$ cat src/design/assert_macros.svh
// ----------------------------------------------------------------------------
// assert_macros.svh
// Assertion macros, included by sliding_window_mean.sv.
// ----------------------------------------------------------------------------
`ifndef ASSERT_MACROS_SVH
`define ASSERT_MACROS_SVH

// The condition must hold at every clock edge outside reset.
`define ASSERT_ALWAYS(label, clk, rst_n, cond) \
	label: assert property (@(posedge clk) disable iff (!rst_n) (cond)) \
		else $error("assertion failed");

// When the antecedent holds, the consequent must hold in the same cycle.
`define ASSERT_IMPLIES(label, clk, rst_n, ante, cons) \
	label: assert property (@(posedge clk) disable iff (!rst_n) (ante) |-> (cons)) \
		else $error("assertion failed");

// When the antecedent holds, the consequent must hold in the next cycle.
`define ASSERT_NEXT(label, clk, rst_n, ante, cons) \
	label: assert property (@(posedge clk) disable iff (!rst_n) (ante) |=> (cons)) \
		else $error("assertion failed");

`endif

$ cat src/design/swm_pkg.sv
// ----------------------------------------------------------------------------
// swm_pkg
// Widths, reset values and control types shared by the moving average files.
// ----------------------------------------------------------------------------
package swm_pkg;

	localparam int SAMPLE_W = 16;
	localparam int MEAN_W   = 24;
	localparam int HELD_W   = 7;
	localparam int FRAC_W   = 8;

	localparam logic [HELD_W-1:0] WINDOW_SIZE_RESET = 7'd4;

	// Request from the controller to the divider.
	typedef struct packed {
		logic start;
		logic neg;
	} div_req_t;

	// Status returned by the divider.
	typedef struct packed {
		logic busy;
		logic done;
	} div_stat_t;

endpackage

$ cat src/design/swm_ring.sv
// ----------------------------------------------------------------------------
// swm_ring
// Sample ring memory: one write port and one read port, registered read data.
// ----------------------------------------------------------------------------
module swm_ring #(
	parameter int DEPTH = 64,
	parameter int AW    = 6
) (
	input  logic                                 clk,
	input  logic                                 we,
	input  logic [AW-1:0]                        waddr,
	input  logic signed [swm_pkg::SAMPLE_W-1:0]  wdata,
	input  logic                                 re,
	input  logic [AW-1:0]                        raddr,
	output logic signed [swm_pkg::SAMPLE_W-1:0]  rdata
);

	logic signed [swm_pkg::SAMPLE_W-1:0] mem [DEPTH];
	logic signed [swm_pkg::SAMPLE_W-1:0] rdata_q;

	// Write port.
	always_ff @(posedge clk) begin
		if (we) begin
			mem[waddr] <= wdata;
		end
	end

	// Read port with registered read data.
	always_ff @(posedge clk) begin
		if (re) begin
			rdata_q <= mem[raddr];
		end
	end

	assign rdata = rdata_q;

endmodule

$ cat src/design/swm_div.sv
// ----------------------------------------------------------------------------
// swm_div
// Restoring divider, one quotient bit per cycle, signed result toward zero.
// ----------------------------------------------------------------------------
module swm_div #(
	parameter int ND = 30
) (
	input  logic                               clk,
	input  logic                               arst_n,
	input  swm_pkg::div_req_t                  req,
	input  logic [ND-1:0]                      dividend_mag,
	input  logic [swm_pkg::HELD_W-1:0]         divisor,
	output swm_pkg::div_stat_t                 stat,
	output logic signed [swm_pkg::MEAN_W-1:0]  quotient
);

	localparam int CNTW = $clog2(ND + 1);

	logic [ND-1:0]                  dvd_q;
	logic [swm_pkg::HELD_W-1:0]     rem_q;
	logic [swm_pkg::HELD_W-1:0]     dsr_q;
	logic [CNTW-1:0]                cnt_q;
	logic                           busy_q;
	logic                           done_q;
	logic                           neg_q;
	logic [swm_pkg::HELD_W:0]       rem_sh;
	logic [swm_pkg::HELD_W:0]       diff;
	logic                           ge;
	logic [ND-1:0]                  q_signed;

	// Trial subtraction for the current quotient bit.
	always_comb begin
		rem_sh = {rem_q, dvd_q[ND-1]};
		ge     = rem_sh >= {1'b0, dsr_q};
		diff   = rem_sh - {1'b0, dsr_q};
	end

	// Iteration control; the dividend register fills with quotient bits.
	always_ff @(posedge clk or negedge arst_n) begin
		if (!arst_n) begin
			busy_q <= 1'b0;
			done_q <= 1'b0;
			cnt_q  <= '0;
		end else if (req.start) begin
			busy_q <= 1'b1;
			done_q <= 1'b0;
			cnt_q  <= CNTW'(ND);
		end else if (busy_q) begin
			cnt_q <= cnt_q - 1'b1;
			if (cnt_q == CNTW'(1)) begin
				busy_q <= 1'b0;
				done_q <= 1'b1;
			end
		end
	end

	// Datapath registers.
	always_ff @(posedge clk) begin
		if (req.start) begin
			dvd_q <= dividend_mag;
			rem_q <= '0;
			dsr_q <= divisor;
			neg_q <= req.neg;
		end else if (busy_q) begin
			rem_q <= ge ? diff[swm_pkg::HELD_W-1:0] : rem_sh[swm_pkg::HELD_W-1:0];
			dvd_q <= {dvd_q[ND-2:0], ge};
		end
	end

	// Apply the sign to the quotient magnitude.
	assign q_signed  = neg_q ? (~dvd_q + 1'b1) : dvd_q;
	assign quotient  = q_signed[swm_pkg::MEAN_W-1:0];
	assign stat.busy = busy_q;
	assign stat.done = done_q;

endmodule

$ cat src/design/sliding_window_mean.sv
// ----------------------------------------------------------------------------
// sliding_window_mean
// Boxcar moving average of signed 16-bit samples over a programmable window.
// ----------------------------------------------------------------------------
// Each accepted sample word gives one result word: the mean of the samples now
// in the window, as signed fixed point with 8 fraction bits truncated toward
// zero, together with the number of samples held. On acceptance the oldest
// sample is read from the ring memory; in the update state the running sum is
// updated, the new sample is written and the division starts. The divider then
// forms the quotient bit by bit (16 + log2(MAX_WINDOW) + 8 bits), and the
// quotient goes to the output register once the divider is done. The next word
// can be taken in the same cycle as the result appears; no word is taken while
// one is in progress. A finished result waits in the output register while the
// next word is taken; if it is still waiting when the next division ends, the
// block holds until it is taken. Writing window_size restarts an empty window
// (not in the update state, where the sum update wins); a size of zero acts as
// one, and sizes above MAX_WINDOW act as MAX_WINDOW.
`include "assert_macros.svh"

module sliding_window_mean #(
	parameter int MAX_WINDOW = 64
) (
	input  logic                                 clk,
	input  logic                                 arst_n,
	input  logic                                 cfg_wr_en,
	input  logic [swm_pkg::HELD_W-1:0]           cfg_wr_data,
	input  logic                                 in_valid,
	output logic                                 in_ready,
	input  logic signed [swm_pkg::SAMPLE_W-1:0]  sample,
	output logic                                 out_valid,
	input  logic                                 out_ready,
	output logic signed [swm_pkg::MEAN_W-1:0]    mean_value,
	output logic [swm_pkg::HELD_W-1:0]           samples_held
);

	localparam int HOLD_MAX = (1 << swm_pkg::HELD_W) - 1;
	localparam int EFF_MAX  = (MAX_WINDOW < HOLD_MAX) ? MAX_WINDOW : HOLD_MAX;
	localparam int AW       = $clog2(MAX_WINDOW);
	localparam int TOT_W    = swm_pkg::SAMPLE_W + $clog2(EFF_MAX);
	localparam int ND       = TOT_W + swm_pkg::FRAC_W;

	typedef enum logic [1:0] {
		ST_IDLE,
		ST_UPD,
		ST_DIV
	} state_t;

	state_t                               state_q;
	logic [swm_pkg::HELD_W-1:0]           window_size_q;
	logic [AW-1:0]                        pos_q;
	logic [AW-1:0]                        pos_s1;
	logic [swm_pkg::HELD_W-1:0]           fill_q;
	logic signed [TOT_W-1:0]              total_q;
	logic signed [swm_pkg::SAMPLE_W-1:0]  sample_s1;
	logic                                 out_valid_q;
	logic signed [swm_pkg::MEAN_W-1:0]    mean_q;
	logic [swm_pkg::HELD_W-1:0]           held_q;

	logic [swm_pkg::HELD_W-1:0]           eff_w;
	logic [AW-1:0]                        pos_start;
	logic [AW:0]                          pos_inc;
	logic [AW-1:0]                        pos_next;
	logic                                 accept;
	logic                                 full;
	logic signed [swm_pkg::SAMPLE_W-1:0]  old_sample;
	logic signed [TOT_W-1:0]              total_new;
	logic [swm_pkg::HELD_W-1:0]           fill_new;
	logic signed [ND-1:0]                 scaled;
	logic [ND-1:0]                        scaled_mag;
	logic                                 out_free;
	swm_pkg::div_req_t                    div_req;
	swm_pkg::div_stat_t                   div_stat;
	logic signed [swm_pkg::MEAN_W-1:0]    div_quot;

	// Effective window size after clamping.
	always_comb begin
		if (window_size_q == '0) begin
			eff_w = swm_pkg::HELD_W'(1);
		end else if (int'(window_size_q) > EFF_MAX) begin
			eff_w = swm_pkg::HELD_W'(EFF_MAX);
		end else begin
			eff_w = window_size_q;
		end
	end

	// Ring addressing: wrap the stored position, then step past the new slot.
	always_comb begin
		pos_start = (int'(pos_q) >= int'(eff_w)) ? '0 : pos_q;
		pos_inc   = {1'b0, pos_s1} + 1'b1;
		pos_next  = (int'(pos_inc) >= int'(eff_w)) ? '0 : pos_inc[AW-1:0];
	end

	assign in_ready = (state_q == ST_IDLE);
	assign accept   = in_valid && in_ready;
	assign out_free = !out_valid_q || out_ready;

	// Running sum update; the oldest sample drops out once the window is full.
	always_comb begin
		full      = fill_q >= eff_w;
		total_new = total_q + TOT_W'(sample_s1)
			- (full ? TOT_W'(old_sample) : TOT_W'(0));
		fill_new  = full ? eff_w : fill_q + 1'b1;
		scaled    = {total_new, {swm_pkg::FRAC_W{1'b0}}};
		scaled_mag = scaled[ND-1] ? (~scaled + 1'b1) : scaled;
	end

	assign div_req.start = (state_q == ST_UPD);
	assign div_req.neg   = total_new[TOT_W-1];

	swm_ring #(
		.DEPTH (MAX_WINDOW),
		.AW    (AW)
	) u_ring (
		.clk   (clk),
		.we    (state_q == ST_UPD),
		.waddr (pos_s1),
		.wdata (sample_s1),
		.re    (accept),
		.raddr (pos_start),
		.rdata (old_sample)
	);

	swm_div #(
		.ND (ND)
	) u_div (
		.clk          (clk),
		.arst_n       (arst_n),
		.req          (div_req),
		.dividend_mag (scaled_mag),
		.divisor      (fill_new),
		.stat         (div_stat),
		.quotient     (div_quot)
	);

	// Controller: window state, sequencing and the output register.
	always_ff @(posedge clk or negedge arst_n) begin
		if (!arst_n) begin
			state_q       <= ST_IDLE;
			window_size_q <= swm_pkg::WINDOW_SIZE_RESET;
			pos_q         <= '0;
			fill_q        <= '0;
			total_q       <= '0;
			out_valid_q   <= 1'b0;
		end else begin
			if (out_valid_q && out_ready) begin
				out_valid_q <= 1'b0;
			end
			if (cfg_wr_en) begin
				window_size_q <= cfg_wr_data;
				pos_q         <= '0;
				fill_q        <= '0;
				total_q       <= '0;
			end
			unique case (state_q)
				ST_IDLE: begin
					if (accept) begin
						state_q <= ST_UPD;
					end
				end
				ST_UPD: begin
					total_q <= total_new;
					fill_q  <= fill_new;
					pos_q   <= pos_next;
					state_q <= ST_DIV;
				end
				ST_DIV: begin
					if (div_stat.done && out_free) begin
						out_valid_q <= 1'b1;
						state_q     <= ST_IDLE;
					end
				end
				default: begin
					state_q <= ST_IDLE;
				end
			endcase
		end
	end

	// Payload registers.
	always_ff @(posedge clk) begin
		if (accept) begin
			sample_s1 <= sample;
			pos_s1    <= pos_start;
		end
		if (state_q == ST_DIV && div_stat.done && out_free) begin
			mean_q <= div_quot;
			held_q <= fill_q;
		end
	end

	assign out_valid    = out_valid_q;
	assign mean_value   = mean_q;
	assign samples_held = held_q;

	// The block takes no word while a division is under way.
	`ASSERT_IMPLIES(a_idle_div, clk, arst_n, in_ready, !div_stat.busy)
	// Checks that a result reports at least one held sample.
	`ASSERT_IMPLIES(a_held_nonzero, clk, arst_n, out_valid, samples_held != '0)
	// Checks that the fill count never exceeds the effective window.
	`ASSERT_ALWAYS(a_fill_bound, clk, arst_n, fill_q <= eff_w)
	// Starting a division always leaves the divider busy in the next cycle.
	`ASSERT_NEXT(a_div_start, clk, arst_n, state_q == ST_UPD, div_stat.busy)

endmodule
$ cat config.mk
export PLATFORM = sky130hd
export DESIGN_NAME = sliding_window_mean
export DESIGN_NICKNAME = d
export VERILOG_FILES = /design/src/design/swm_pkg.sv /design/src/design/swm_ring.sv /design/src/design/swm_div.sv /design/src/design/sliding_window_mean.sv
export VERILOG_INCLUDE_DIRS = /design/src /design/src/design
export SDC_FILE = /design/constraint.sdc
export NUM_CORES = 2
export LEC_CHECK = 0
export ABC_AREA = 1
export BUFFER_PORTS_ARGS = -buffer_cell sky130_fd_sc_hd__buf_4
export CELL_PAD_IN_SITES_DETAIL_PLACEMENT = 0
export CELL_PAD_IN_SITES_GLOBAL_PLACEMENT = 2
export CORE_MARGIN = 2
export CORE_UTILIZATION = 45
export DETAILED_ROUTE_END_ITERATION = 16
export MAX_ROUTING_LAYER = met4
export PLACE_DENSITY = 0.85
export SYNTH_ARGS = -nofsm -noshare
export SYNTH_HDL_FRONTEND = slang
export SYNTH_SLANG_ARGS = --single-unit
$ cat constraint.sdc
create_clock -name clk -period 15.2 [get_ports clk]
set_input_delay 3.8 -clock clk [delete_from_list [all_inputs] [get_ports clk]]
set_output_delay 3.8 -clock clk [all_outputs]
set_load 0.02 [all_outputs]
==> impl_metrics.env <==
export IMPL_clock_skew_ps=28.2
export IMPL_dp_hpwl_mm=89.9
export IMPL_cts_root_buf="clkbuf_16"
export IMPL_num_fill_cells=10749
export IMPL_tightestPinTransition_ps=1060
export IMPL_post_route_drc_count=0
export IMPL_grt_ovfl_total=0
export IMPL_insertion_delay_ps=750
export IMPL_crit_chain="inv_1, nand4_1, nor3_1, inv_1, o21ai_0, ha_1, nand2_1, nor2_1, nand2_1, nand3_2, nor2_4, buf_4, buf_4, buf_4, nand2_1, nand3_1, nand3_1, nand3_1, nand3_1, nand3_1, nand2_1"
export IMPL_syn_nets=5511
export IMPL_tns_ps=0
export IMPL_worstSetupPathType="register to register"
export IMPL_outcome="completed"
export IMPL_synthCells=5406
export IMPL_clock_fmax_mhz=152
export IMPL_crit_top_cell="nand3_1"
export IMPL_path_clk_slew_ps=60
export IMPL_grt_max_degree=199
export IMPL_cts_htree_levels=4
export IMPL_ys_ff_latch=1190
export IMPL_cts_repair_resized=0
export IMPL_drtAntennaViolNets=0
export IMPL_cp_required_ps=15700
export IMPL_grt_pass1_wl_mm=232
export IMPL_ys_seq_area_frac=0.654
export IMPL_first_pass_iters=6
export IMPL_cp_max_fo=69
export IMPL_nets=5578
export IMPL_hp_class="register to register"
export IMPL_maxSlewViolCount=0
export IMPL_yosys_cell_types_count=46
export IMPL_ys_async_sr_fraction=0.0437
export IMPL_whs_ps=465
export IMPL_stdcell_area_sq_mm=0.0606
export IMPL_post_route_min_period_ps=6570
export IMPL_slowest_delay_ps=820
export IMPL_p_per_area_mw_per_mm2=181
export IMPL_drive_gt1_frac=0.0702
export IMPL_ys_flop_type="edfxtp_1"
export IMPL_dieArea_sq_mm=0.123
export IMPL_die_h_um=351
export IMPL_arrival_ps=7070
export IMPL_syn_area_sq_mm=0.0541
export IMPL_grt_usage=0.263
export IMPL_avgSynthCellArea_sq_um=10.0
export IMPL_multi_input_area_sq_mm=0.0140
export IMPL_die_x_um=351
export IMPL_synth_edf_count=1131
export IMPL_drt_wirelength_per_cell_um=21.8
export IMPL_place_gp_congestion=0.869
export IMPL_power_uw=10900
export IMPL_setup_viol=0
export IMPL_antenna_found_initial=3
export IMPL_rsz0062_at_grt="false"
export IMPL_slew_headroom=0.291
export IMPL_area_growth_pct=12.0
export IMPL_core_sq_mm=0.120
export IMPL_initial_core_util=0.452
export IMPL_dpl_cell_area_sq_mm=0.0564
export IMPL_wirelength_mm=157
export IMPL_diodes=0
export IMPL_cp_start_kind="register"
export IMPL_cts_buffers=133
export IMPL_max_cap_violations=0
export IMPL_first_global_vias=35160
export IMPL_rows=127
export IMPL_cts_tree="yes"
export IMPL_ff2ff_setup_slack_ps=8630
export IMPL_cts_sinks=1190
export IMPL_end_kind="register"
export IMPL_hold_buffers=0
export IMPL_drt_iter0_markers=3363
export IMPL_final_hold_viol_count=0
export IMPL_cp_slowest_cell="buf_4"
export IMPL_post_route_util=0.507
export IMPL_io_buffers=60
export IMPL_cts_buffer_depth=3
export IMPL_period_share=0.432
export IMPL_cts_setup_buffers=0
export IMPL_synth_warnings=0
export IMPL_io_pins=61
export IMPL_p_leak_uw=0.0257
export IMPL_vias=37252
export IMPL_via_per_inst=5.19
export IMPL_seqCellArea_sq_mm=0.0354
export IMPL_ir_drop_uv=135
[layer usage]
layer / track usage / share of wire
met1: 0.358 / 0.44
met2: 0.413 / 0.47
met3: 0.0328 / 0.061
met4: 0.0837 / 0.029
met5: - / 0
[final timing paths]
kind                                                    from                          to  cells after the start
worst max-delay path            window_size_q[1]$_DFFE_PN0P_  u_ring.rdata[10]$_DFFE_PP_                     21
worst max register to register  window_size_q[1]$_DFFE_PN0P_  u_ring.rdata[10]$_DFFE_PP_                     21
max in group asynchronous                             arst_n       fill_q[1]$_DFFE_PN0P_                      1
worst min-delay path            u_div.dvd_q[0]$_SDFFCE_PP0P_     mean_value[0]$_DFFE_PP_                      0
min in group asynchronous                             arst_n      state_q[1]$_DFFE_PN0P_                      1
worst min register to register  u_div.dvd_q[0]$_SDFFCE_PP0P_     mean_value[0]$_DFFE_PP_                      0
[cells in the mapped netlist (all sizes together), types with 5 or more instances]
cell type	instances	area share
xor2	27	0.0044
fa	22	0.0081
nand2	1565	0.11
dfrtp	51	0.024
ha	55	0.013
inv	958	0.066
dfxtp	7	0.0026
edfxtp	1131	0.63
o22ai	19	0.0022
o21ai	77	0.0071
nor3	17	0.0016
xnor2	7	0.0011
buf	145	0.014
o32ai	5	0.00081
a21oi	46	0.0043
nand3	910	0.084
nor2	179	0.013
clkbuf	100	0.0069
nand4	29	0.0034
o211ai	19	0.0026
nand3b	9	0.0012
[worst max-delay path: cells and delay by family (launching register included)]
kind | cells | cell delay (ps)
buffers and inverters | 5 | 2370
AO/OA/AOI/OAI | 1 | 540
AND/OR/NAND/NOR | 14 | 2580
adder cells (fa/ha/maj) | 1 | 350
flip-flops | 1 | 370
[cell usage in the layout, fill, tap and decap left out, drive strengths merged, types with 5 or more instances in the layout]
master | Yosys | routed
o21ai | 77 | 77
a21oi | 46 | 46
xnor2 | 7 | 7
nand4 | 29 | 29
dfxtp | 7 | 7
nand3b | 9 | 9
ha | 55 | 55
clkinv | 0 | 48
nand3 | 910 | 910
o211ai | 19 | 19
buf | 145 | 177
fa | 22 | 22
nor3 | 17 | 17
o32ai | 5 | 5
inv | 958 | 966
edfxtp | 1131 | 1131
o22ai | 19 | 19
clkbuf | 100 | 164
nor2 | 179 | 179
bufinv | 0 | 11
dfrtp | 51 | 51
xor2 | 27 | 27
nand2 | 1565 | 1565
[power by group]
group	leakage [uW]	switching, uW	internal, uW	total [uW]
registers	0.0110	113	3920	4040
clock network	0.00206	1330	1820	3150
logic	0.0127	2780	984	3760
[sequential cells by signal (all words and copies together) (netlist names), 2 cells and up]
register       count
pos_q              6
fill_q             7
state_q            2
u_div.dsr_q        7
samples_held       7
total_q           22
window_size_q      7
mean_value        24
u_ring.rdata      16
u_div.rem_q        7
u_div.cnt_q        5
sample_s1         16
u_ring.mem      1024
pos_s1             6
u_div.dvd_q       30
[cell type report]
cell class              count  area share
well taps                1612      0.0333
clock inverters            69      0.0117
flip-flops and latches   1190       0.584
repair buffers            177      0.0223
multi-input cells        3013       0.232
clock buffers             164      0.0573
inverters                 958      0.0595
[cell families (layout without fill, tap and decap cells)]
| group | count (synthesis) | count (layout) | synth area share |
|---|---|---|---|
| flops | 1190 | 1190 | 0.654 |
| fa+ha+maj | 77 | 77 | 0.0208 |
| mux | 1 | 1 | 0.000208 |
| xor+xnor | 34 | 34 | 0.00550 |
| simple gates | 2719 | 2719 | 0.213 |
| compound gates | 182 | 182 | 0.0193 |
| buf+inv | 1203 | 1368 | 0.0874 |
[stage by stage]
| step | std cells | setup WS (ps) |
|---|---|---|
| floorplan | 5406 | 8120 |
| global placement | 6950 | 8680 |
| detailed placement | 6950 | 8660 |
| CTS | 7183 | 8640 |
| global route | 7183 | 8000 |
| finish | 7183 | 8630 |
Power figures use the tool's default switching activity.
